==> config.mk <==
export PLATFORM = sky130hd
export DESIGN_NAME = quadrature_decoder_counter
export DESIGN_NICKNAME = d
export VERILOG_FILES = /design/src/rtl/core/qdc_pkg.sv /design/src/rtl/core/qdc_front.sv /design/src/rtl/core/qdc_queue.sv /design/src/rtl/core/qdc_back.sv /design/src/rtl/core/quadrature_decoder_counter.sv
export SDC_FILE = /design/constraint.sdc
export NUM_CORES = 1
export LEC_CHECK = 0
export BUFFER_PORTS_ARGS = -buffer_cell sky130_fd_sc_hd__clkbuf_2
export CELL_PAD_IN_SITES_DETAIL_PLACEMENT = 0
export CELL_PAD_IN_SITES_GLOBAL_PLACEMENT = 2
export CORE_AREA = 2 2 150 167
export DETAILED_ROUTE_END_ITERATION = 10
export DIE_AREA = 0 0 152 169
export GPL_ROUTABILITY_DRIVEN = 0
export PLACE_DENSITY = 0.82
export REMOVE_ABC_BUFFERS = 1
export SETUP_SLACK_MARGIN = 0.02
export SLEW_MARGIN = 30
export SYNTH_ARGS = -nofsm -noshare
export SYNTH_HDL_FRONTEND = slang
export SYNTH_SLANG_ARGS = --single-unit
==> constraint.sdc <==
create_clock -name clock -period 4.3 [get_ports clock]
set_clock_uncertainty 0.2 [all_clocks]
set_input_delay 0 -clock clock [delete_from_list [all_inputs] [get_ports clock]]
set_output_delay 0 -clock clock [all_outputs]
set_load 0.02 [all_outputs]
==> src/rtl/core/qdc_pkg.sv <==
package qdc_pkg;

   // command codes of the request opcode field
   typedef enum logic [2:0] {
      OP_SAMPLE      = 3'd0,
      OP_READ        = 3'd1,
      OP_RESET       = 3'd2,
      OP_CENTER      = 3'd3,
      OP_GET_MIN     = 3'd4,
      OP_GET_MAX     = 3'd5,
      OP_SET_ADDRESS = 3'd6,
      OP_GET_ADDRESS = 3'd7
   } opcode_type;

   typedef enum logic [1:0] {
      STEP_NONE = 2'd0,
      STEP_UP   = 2'd1,
      STEP_DOWN = 2'd2
   } step_type;

   localparam int ADDRESS_BITS = 7;
   localparam logic [ADDRESS_BITS-1:0] DEFAULT_ADDRESS = 7'h39;
   localparam logic [ADDRESS_BITS-1:0] ADDRESS_LIMIT   = 7'd127;

   localparam int REPLY_BITS     = 32;
   localparam int QUEUE_DEPTH    = 4;
   localparam int QUEUE_PTR_BITS = 2;

   typedef struct packed {
      opcode_type  opcode;
      logic [1:0]  pins;
      logic [7:0]  new_address;
   } req_type;

   typedef struct packed {
      logic [7:0]  data_byte;
      logic        last_byte;
   } rsp_type;

   // one queued reply: a word sent low byte first, or a single byte
   typedef struct packed {
      logic [REPLY_BITS-1:0] word;
      logic                  single;
   } entry_type;

   // 4x decode table, index is {previous b, previous a, b, a}
   function automatic step_type decode_step(input logic [3:0] idx);
      step_type s;
      case (idx)
         4'd1, 4'd7, 4'd8, 4'd14: s = STEP_UP;
         4'd2, 4'd4, 4'd11, 4'd13: s = STEP_DOWN;
         default: s = STEP_NONE;
      endcase
      return s;
   endfunction

endpackage

==> src/rtl/core/qdc_front.sv <==
module qdc_front #(
   parameter int COUNTER_BITS = 32
) (
   input  logic                         clock,
   input  logic                         reset,
   input  logic                         req_valid,
   output logic                         req_stall,
   input  qdc_pkg::req_type             req_payload,
   input  logic                         csr_write_enable,
   input  logic [qdc_pkg::ADDRESS_BITS-1:0] csr_write_data,
   input  logic                         queue_full,
   output logic                         push_valid,
   output qdc_pkg::entry_type           push_entry
);
   import qdc_pkg::*;

   localparam logic signed [COUNTER_BITS-1:0] POS_MIN =
      {1'b1, {(COUNTER_BITS-1){1'b0}}};
   localparam logic signed [COUNTER_BITS-1:0] POS_MAX =
      {1'b0, {(COUNTER_BITS-1){1'b1}}};

   logic signed [COUNTER_BITS-1:0] pos_ff, pos_in;
   logic [1:0]                     prev_pins_ff, prev_pins_in;
   logic [ADDRESS_BITS-1:0]        dev_addr_ff, dev_addr_in;
   logic                           accept;
   logic [ADDRESS_BITS-1:0]        addr_out;
   step_type                       step;

   assign req_stall = queue_full;
   assign accept    = req_valid && !req_stall;
   assign step      = decode_step({prev_pins_ff, req_payload.pins});
   assign addr_out  = (dev_addr_ff == ADDRESS_LIMIT) ? DEFAULT_ADDRESS : dev_addr_ff;

   always_comb begin
      pos_in       = pos_ff;
      prev_pins_in = prev_pins_ff;
      dev_addr_in  = csr_write_enable ? csr_write_data : dev_addr_ff;
      push_valid   = 1'b0;
      push_entry   = '{word: REPLY_BITS'(pos_ff), single: 1'b0};
      if (accept) begin
         case (req_payload.opcode)
            OP_SAMPLE: begin
               prev_pins_in = req_payload.pins;
               case (step)
                  STEP_UP:   pos_in = pos_ff + COUNTER_BITS'(1);
                  STEP_DOWN: pos_in = pos_ff - COUNTER_BITS'(1);
                  default:   pos_in = pos_ff;
               endcase
            end
            OP_READ: begin
               push_valid = 1'b1;
            end
            OP_RESET, OP_CENTER: begin
               pos_in = '0;
            end
            OP_GET_MIN: begin
               push_valid      = 1'b1;
               push_entry.word = REPLY_BITS'(POS_MIN);
            end
            OP_GET_MAX: begin
               push_valid      = 1'b1;
               push_entry.word = REPLY_BITS'(POS_MAX);
            end
            OP_GET_ADDRESS: begin
               push_valid = 1'b1;
               push_entry = '{word: REPLY_BITS'(addr_out), single: 1'b1};
            end
            default: begin
               // set address: stored nowhere visible
               pos_in = pos_ff;
            end
         endcase
      end
   end

   always_ff @(posedge clock) begin
      if (reset) begin
         pos_ff       <= '0;
         prev_pins_ff <= '0;
         dev_addr_ff  <= DEFAULT_ADDRESS;
      end else begin
         pos_ff       <= pos_in;
         prev_pins_ff <= prev_pins_in;
         dev_addr_ff  <= dev_addr_in;
      end
   end

endmodule

==> src/rtl/core/qdc_queue.sv <==
module qdc_queue (
   input  logic               clock,
   input  logic               reset,
   input  logic               push_valid,
   input  qdc_pkg::entry_type push_entry,
   output logic               full,
   input  logic               pop,
   output logic               empty,
   output qdc_pkg::entry_type head
);
   import qdc_pkg::*;

   entry_type                 mem_ff [QUEUE_DEPTH];
   logic [QUEUE_PTR_BITS-1:0] wr_ptr_ff, wr_ptr_in;
   logic [QUEUE_PTR_BITS-1:0] rd_ptr_ff, rd_ptr_in;
   logic [QUEUE_PTR_BITS:0]   count_ff, count_in;
   logic                      do_push, do_pop;

   assign full    = (count_ff == (QUEUE_PTR_BITS+1)'(QUEUE_DEPTH));
   assign empty   = (count_ff == '0);
   assign head    = mem_ff[rd_ptr_ff];
   assign do_push = push_valid && !full;
   assign do_pop  = pop && !empty;

   always_comb begin
      wr_ptr_in = do_push ? wr_ptr_ff + 1'b1 : wr_ptr_ff;
      rd_ptr_in = do_pop  ? rd_ptr_ff + 1'b1 : rd_ptr_ff;
      count_in  = count_ff + (QUEUE_PTR_BITS+1)'(do_push)
                           - (QUEUE_PTR_BITS+1)'(do_pop);
   end

   always_ff @(posedge clock) begin
      if (do_push) begin
         mem_ff[wr_ptr_ff] <= push_entry;
      end
   end

   always_ff @(posedge clock) begin
      if (reset) begin
         wr_ptr_ff <= '0;
         rd_ptr_ff <= '0;
         count_ff  <= '0;
      end else begin
         wr_ptr_ff <= wr_ptr_in;
         rd_ptr_ff <= rd_ptr_in;
         count_ff  <= count_in;
      end
   end

endmodule

==> src/rtl/core/qdc_back.sv <==
module qdc_back (
   input  logic               clock,
   input  logic               reset,
   input  logic               queue_empty,
   input  qdc_pkg::entry_type queue_head,
   output logic               queue_pop,
   output logic               rsp_valid,
   input  logic               rsp_stall,
   output qdc_pkg::rsp_type   rsp_payload
);
   import qdc_pkg::*;

   logic                  busy_ff, busy_in;
   logic [REPLY_BITS-1:0] word_ff, word_in;
   logic [1:0]            left_ff, left_in;
   logic                  rsp_valid_ff, rsp_valid_in;
   rsp_type               rsp_payload_ff, rsp_payload_in;
   logic                  out_free;
   logic                  have_byte;
   logic [REPLY_BITS-1:0] src_word;
   logic [1:0]            src_left;

   assign out_free  = !rsp_valid_ff || !rsp_stall;
   assign have_byte = busy_ff || !queue_empty;
   assign src_word  = busy_ff ? word_ff : queue_head.word;
   assign src_left  = busy_ff ? left_ff : (queue_head.single ? 2'd0 : 2'd3);
   assign queue_pop = out_free && !busy_ff && !queue_empty;

   always_comb begin
      busy_in        = busy_ff;
      word_in        = word_ff;
      left_in        = left_ff;
      rsp_valid_in   = rsp_valid_ff;
      rsp_payload_in = rsp_payload_ff;
      if (out_free) begin
         rsp_valid_in = have_byte;
         if (have_byte) begin
            rsp_payload_in = '{data_byte: src_word[7:0], last_byte: (src_left == 2'd0)};
            busy_in        = (src_left != 2'd0);
            word_in        = src_word >> 8;
            left_in        = src_left - 2'd1;
         end
      end
   end

   always_ff @(posedge clock) begin
      if (reset) begin
         busy_ff      <= 1'b0;
         rsp_valid_ff <= 1'b0;
      end else begin
         busy_ff      <= busy_in;
         rsp_valid_ff <= rsp_valid_in;
      end
   end

   always_ff @(posedge clock) begin
      word_ff        <= word_in;
      left_ff        <= left_in;
      rsp_payload_ff <= rsp_payload_in;
   end

   assign rsp_valid   = rsp_valid_ff;
   assign rsp_payload = rsp_payload_ff;

endmodule

==> src/rtl/core/quadrature_decoder_counter.sv <==
// 4x quadrature decoder with a wrapping signed position counter of COUNTER_BITS
// bits behind a byte command port. A pin sample transaction (bits b,a) steps the
// position by -1, 0 or +1 from the previous and current levels and is taken every
// clock unless requests stall, as are reset, center and set address, which give
// no reply. Read, get min and get max reply with four bytes (value sign-extended
// to 32 bits, low byte first, last_byte on the fourth); get address replies with
// one byte, and a device address of 127 reads back as 57. The front end answers
// a command in the cycle it is accepted, so a read returns the position as of
// that transaction; a four-deep reply queue feeds a byte serializer that sends
// one byte per clock while rsp_stall is low, and requests stall only while the
// queue holds four pending replies.
module quadrature_decoder_counter #(
   parameter int COUNTER_BITS = 32
) (
   input  logic                              clock,
   input  logic                              reset,
   // request channel
   input  logic                              req_valid,
   output logic                              req_stall,
   input  qdc_pkg::req_type                  req_payload,
   // response channel
   output logic                              rsp_valid,
   input  logic                              rsp_stall,
   output qdc_pkg::rsp_type                  rsp_payload,
   // device address register
   input  logic                              csr_write_enable,
   input  logic [qdc_pkg::ADDRESS_BITS-1:0]  csr_write_data
);
   import qdc_pkg::*;

   // front end to reply queue
   logic      push_valid;
   entry_type push_entry;
   logic      queue_full;
   // reply queue to serializer
   logic      queue_pop;
   logic      queue_empty;
   entry_type queue_head;

   // decode, position counter and command classification
   qdc_front #(
      .COUNTER_BITS (COUNTER_BITS)
   ) u_front (
      .clock            (clock),
      .reset            (reset),
      .req_valid        (req_valid),
      .req_stall        (req_stall),
      .req_payload      (req_payload),
      .csr_write_enable (csr_write_enable),
      .csr_write_data   (csr_write_data),
      .queue_full       (queue_full),
      .push_valid       (push_valid),
      .push_entry       (push_entry)
   );

   // pending replies between the two halves
   qdc_queue u_queue (
      .clock      (clock),
      .reset      (reset),
      .push_valid (push_valid),
      .push_entry (push_entry),
      .full       (queue_full),
      .pop        (queue_pop),
      .empty      (queue_empty),
      .head       (queue_head)
   );

   // byte serializer with registered response output
   qdc_back u_back (
      .clock       (clock),
      .reset       (reset),
      .queue_empty (queue_empty),
      .queue_head  (queue_head),
      .queue_pop   (queue_pop),
      .rsp_valid   (rsp_valid),
      .rsp_stall   (rsp_stall),
      .rsp_payload (rsp_payload)
   );

endmodule
==> Word level (Yosys, flattened, before mapping) <==
Memory sizes are Yosys's and may differ from the RTL's. A register that Yosys moved wholly into a read port is not among the register bits.
Cells that the tools add are included.
{ "word_totals": {"rom_bits": 32, "wordCells": 70, "ram_bits": 132, "inputBits": 25, "reg_bits": 85, "n_memories": 2, "out_inout_bits": 11} }
{ "op_classes": {"n_reduce_logical": 22, "add_sub_neg": 7, "n_mux": 15, "eq_ne": 11} }
{ "memory_table": {"columns": ["memory", "depth", "width", "rd", "rd_clocked_by_memory_dff", "write_ports", "line_no", "text"], "rows": [
  ["u_queue.mem_ff", 4, 33, 1, 1, 1, "qdc_queue.sv:13", "entry_type mem_ff [QUEUE_DEPTH];"],
  ["(name not given)", 16, 2, 1, 0, 0, "qdc_pkg.sv:49", "case (idx)"]
]} }
{ "op_table": {"columns": ["operator", "n"], "rows": [
  ["32-bit case mux with 2 select lines", 2],
  ["32-bit case mux with 3 select lines", 1],
  ["33-bit 2-to-1 mux", 1],
  ["32-bit by 2-bit adder with 32-bit output (second input constant)", 1],
  ["32-bit by 2-bit subtractor with 32-bit output (second input constant)", 1],
  ["24-bit 2-to-1 mux", 1],
  ["3-bit == test (second input constant)", 4],
  ["2-bit 2-to-1 mux", 4],
  ["7-bit == test (second input constant)", 1],
  ["7-bit 2-to-1 mux", 1],
  ["3-bit by 2-bit == test with 1-bit output (second input constant)", 2],
  ["3-bit logical NOT", 2],
  ["1-bit logical AND", 5],
  ["1-bit logical NOT", 5],
  ["1-bit 2-to-1 mux", 5],
  ["2-bit by 1-bit adder with 2-bit output (second input constant)", 2],
  ["2-bit AND reduction", 2],
  ["2-bit nonzero test", 2],
  ["4-bit OR reduction", 1],
  ["3-bit by 1-bit adder with 3-bit output", 1],
  ["3-bit by 1-bit == test with 1-bit output (second input constant)", 1],
  ["3-bit != test (second input constant)", 1],
  ["3-bit AND reduction", 1],
  ["3-bit by 1-bit subtractor with 3-bit output", 1],
  ["other kinds (6)", 7]
]} }

==> Logic depth before layout (Yosys ltp) <==
{ "logic_depth": {"word_depth": 7, "depth_mapped": 15, "mapped_depth_nobuf": 12} }

==> Hierarchy <==
Synthesis repeated with hierarchy kept, for this count alone.
{ "unflattened": {"cells_unflattened": 804, "area_unflattened_um2": 10398.7} }
{ "modules_own_cells": {"columns": ["mod", "n_inst", "cells_per_inst", "area_per_inst_um2", "seq_area_each_um2"], "rows": [
  ["qdc_queue", 1, 224, 5286.3, 4144.0],
  ["qdc_front", 1, 493, 3464.6, 820.8],
  ["qdc_back", 1, 87, 1647.8, 1091.0]
]} }

==> Least setup slack after synthesis <==
No wires, ideal clock.
{ "synth_path": {"path_kind": "reg-to-reg", "startpoint": "register u_front.prev_pins_ff[0]", "endpoint": "register u_front.pos_ff[24]", "setup_time_ps": 74, "t_required_ps": 4026, "synth_period_minus_slack_ps": 3198, "path_buffers": 3, "setup_slack_ps": 1102, "arrival_time_ps": 2924, "path_stages_with_launch": 16, "path_cell_list": "dfxtp_1 > xor2_2 > nand2_1 > buf_2 > inv_1 > buf_4 > buf_6 > xnor2_1 > ha_1 > or3_1 > a31oi_1 > o31ai_1 > nand3_1 > mux2i_1 > or3_1 > o21ai_0"} }
{ "synth_between": {"elab_chain_cells": 4, "word_cells_on_any_way": 7} }
{ "synth_lines": {"columns": ["element", "line_no", "text"], "rows": [
  ["start, declared", "qdc_front.sv:23", "logic [1:0] prev_pins_ff, prev_pins_in;"],
  ["start signal, assigned", "qdc_front.sv:83", "prev_pins_ff <= prev_pins_in;"],
  ["memory 16 x 2 bit *", null, null],
  ["2-bit == test / 2-bit by 1-bit == test with 1-bit output (equally long branches)", "qdc_front.sv:44", "case (step)"],
  ["32-bit case mux with 2 select lines / 3-bit != test (equally long branches)", null, null],
  ["32-bit case mux with 2 select lines / 3-bit AND reduction (equally long branches)", null, null],
  ["end signal, assigned", "qdc_front.sv:82", "pos_ff <= pos_in;"],
  ["end, declared", "qdc_front.sv:22", "logic signed [COUNTER_BITS-1:0] pos_ff, pos_in;"]
]} }
Mark *: on every way between the ends. The rest lies on a longest branch, timed or not.
A chain may end at the register's enable or synchronous reset.

==> Worst setup path in the final report <==
{ "layout_path": {"startpoint": "register u_front.prev_pins_ff[0]", "endpoint": "register u_front.pos_ff[28]"} }
The elaborated chain is that of the path after synthesis.

==> impl_metrics.tcl <==
set metrics [dict create \
    outcome "completed" \
    worst-endpoint-required_ns 4.49 \
    drive_gt1_share_pct 14.2 \
    finalWirelength_um 23800 \
    drcViolationCount 0 \
    irDropWorstVdd_v 0.000274 \
    setup_tns_ns 0 \
    p_leak_nw 4.32 \
    drtAntennaViolNets 0 \
    fin_nets 926 \
    rsz0062_at_grt "no" \
    grt.total_usage_pct 18.6 \
    synth-edff-count 167 \
    grt_antenna_before_repair 0 \
    fill_cells 2172 \
    worst_setup_path_end_kind "flop" \
    crit_path_start "u_front.prev_pins_ff[0]" \
    drv_slew 0 \
    yosys_warnings 0 \
    finalHoldViolations 0 \
    grt_pass1_wl_um 38300 \
    cts_root_buf "clkbuf_16" \
    final_cell_mix "edfxtp_1, nand2_1, nor2_1" \
    yosys.area_share.simple_pct 15.0 \
    netlist_instances 849 \
    cts_tree "built" \
    hold_class "in -> reg" \
    syn_area_per_cell_um2 12.0 \
    die_y_um 169 \
    drtPass1Iterations 5 \
    fmax_mhz 292 \
    maxSlewHeadroom_pct 43.8 \
    synthMuxAreaShare_pct 8.68 \
    worstSetupPathType "reg -> reg" \
    async_reset_ff_share_pct 0 \
    min_period_ns 3.42 \
    via_per_inst 5.55 \
    cts.repair.resized 0 \
    synth_ff_type "edfxtp_1" \
    maxCapViolations 0 \
    seq_area_frac_synth_pct 59.5 \
    total_power_mw 6.11 \
    rows 60 \
    drt_iter0_drc 371 \
    synth_top_family_by_area "simple AND/OR/NAND/NOR gates" \
    cp.arrival_ns 3.61 \
    gr-total-overflow 0 \
    grt_pass1_vias 6854 \
    cts_buffers 23 \
    tightestPinTransition_ns 0.843 \
    yosys.cell_types.count 72 \
    clk_pin_slew_ns 0.07 \
    grtUsageMet1_pct 24.7 \
    worstHoldStart "rsp_stall" \
    top_usage_layer "met2" \
    synth_compound_area_share_pct 10.7 \
    coreArea_um2 24100 \
    start_kind "flop" \
    wire_per_inst_um 19.6 \
    cts.sinks 219 \
    synth_seq_cells 219 \
    via_count 6749 \
    start_util_pct 42.2 \
    p_per_area_nw_per_um2 525 \
    worstPathMaxFanout 8 \
    layout_commonest_cell "edfxtp_1" \
    die_area_um2 25700 \
    crit_slowest_cell "o31ai_1" \
    rr_startpoint "u_front.prev_pins_ff[0]" \
    min_period_over_period_pct 79.6 \
    path_cells "xor2_2 -> nand2_1 -> inv_1 -> xnor2_1 -> ha_1 -> or3_1 -> a31oi_1 -> o31ai_1 -> nand3_1 -> mux2i_1 -> o21ai_0 -> a21o_1" \
    htreeDepth 1 \
    syn_area_um2 10200 \
    numPortBuffers 27 \
    io_pins 36 \
    cpPeakStageDelay_ns 0.57 \
    synthAdderAreaFrac_pct 1.30 \
    hpwlAfterDp_um 15200 \
    grt_util_met3_pct 2.46 \
    syn_to_final_growth_pct 14.3 \
    clock_latency_ns 0.50 \
    n_antenna_cell 0 \
    fp.dieW_um 152 \
    met2_usage_pct 32.8 \
    cts_buffer_depth 3 \
    setup_viol 0 \
    grt_start_max_net_pins 39 \
    synth-xor-area-share_pct 1.70 \
]
routing by layer:
metal  vias up  part of all wire (%)
met2       121                    50
met3        36                   3.5
met5         -                     0
met1      3316                    45
li1       3276                     -
met4         0                   1.8
layout make-up:
class	instances	area, um^2	area share [%]
Tap cell	310	388	3.33
Timing Repair Buffer	76	586	5.03
Clock inverter	13	96.3	0.828
Multi-Input combinational cell	552	3830	32.9
Clock buffer	27	611	5.25
Inverter	19	71.3	0.613
Sequential cell	219	6060	52.0
cell families (layout without fill, tap and decap cells):
group,after synthesis,after routing
xor+xnor,18,18
simple gates,315,315
buf+inv,78,135
compound gates,162,162
fa+ha+maj,10,10
mux,47,47
flops,219,219
sequential cells by signal, indices dropped and copies added, names as in the netlist, 3 cells and up, named ones only:
| name | count |
|---|---|
| u_back.rsp_payload | 9 |
| u_back.word_ff | 24 |
| u_front.dev_addr_ff | 7 |
| u_front.pos_ff | 32 |
| u_queue.count_ff | 3 |
| u_queue.mem_ff | 132 |
metrics by stage:
stage,cell area (um^2),setup slack (ns),utilization [%],hold slack [ns],instances
floorplan,9930,0.512,-,-0.133,790
global placement,10600,1.00,44.0,0.00880,1143
detailed placement,10600,0.948,44.0,0.00892,1143
CTS,11600,0.932,48.3,0.217,1216
global route,11600,0.654,48.3,0.245,1216
finish,11600,0.879,48.3,0.229,1216
synth_stat cells (all sizes together), types with 4 or more instances:
cell type / count / area share [%]
mux4: 33 / 7.3
nor2: 60 / 2.2
ha: 9 / 1.1
clkbuf: 46 / 1.7
and3: 7 / 0.43
a31oi: 9 / 0.55
xnor2: 11 / 1.0
mux2i: 14 / 1.4
o31ai: 7 / 0.52
buf: 13 / 0.74
nand3: 19 / 0.93
or3: 19 / 1.2
dfxtp: 52 / 10
nor2b: 6 / 0.37
inv: 18 / 0.66
or2: 6 / 0.37
edfxtp: 167 / 49
and4: 5 / 0.43
xor2: 7 / 0.68
o21ai: 32 / 1.6
nor4: 16 / 0.98
a211o: 4 / 0.34
a21oi: 33 / 1.7
nand2: 115 / 4.2
nand4: 11 / 0.68
a21o: 28 / 2.1
a22oi: 5 / 0.37
o22ai: 4 / 0.25
and2: 20 / 1.2
a311oi: 5 / 0.43
nor3: 19 / 0.98
report_power, final:
part           total, mW  switching [mW]  internal, mW
clock network       1.87           0.797          1.07
logic               1.35           0.799         0.555
registers           2.89           0.179          2.71
timing repair:
item,4_1_cts,5_1_grt
endpoints found under the hold margin,64,0
buffers inserted,0,0
hold buffers,33,0
setup endpoints to repair,0,0
worst max-delay path: cells and delay by family (launching register included):
| family | cells | cell delay, ns |
|---|---|---|
| xor gates and xnor gates | 2 | 0.48 |
| adders and majority gates | 1 | 0.33 |
| muxes | 1 | 0.23 |
| buffers and inverters | 1 | 0.11 |
| and+or+nand+nor | 3 | 0.57 |
| AOI/OAI and AO/OA | 4 | 0.95 |
| DFF | 1 | 0.41 |
final timing paths:
| check | slack, ns | to | cells after the start |
|---|---|---|---|
| hold reg to reg | 0.28 | u_front.pos_ff[31] | 2 |
| hold / removal | 0.23 | u_back.busy_ff | 4 |
| setup / recovery | 0.88 | u_front.pos_ff[28] | 12 |
| setup reg to reg | 0.88 | u_front.pos_ff[28] | 12 |
Note: power is estimated with default switching activity, not from simulation.
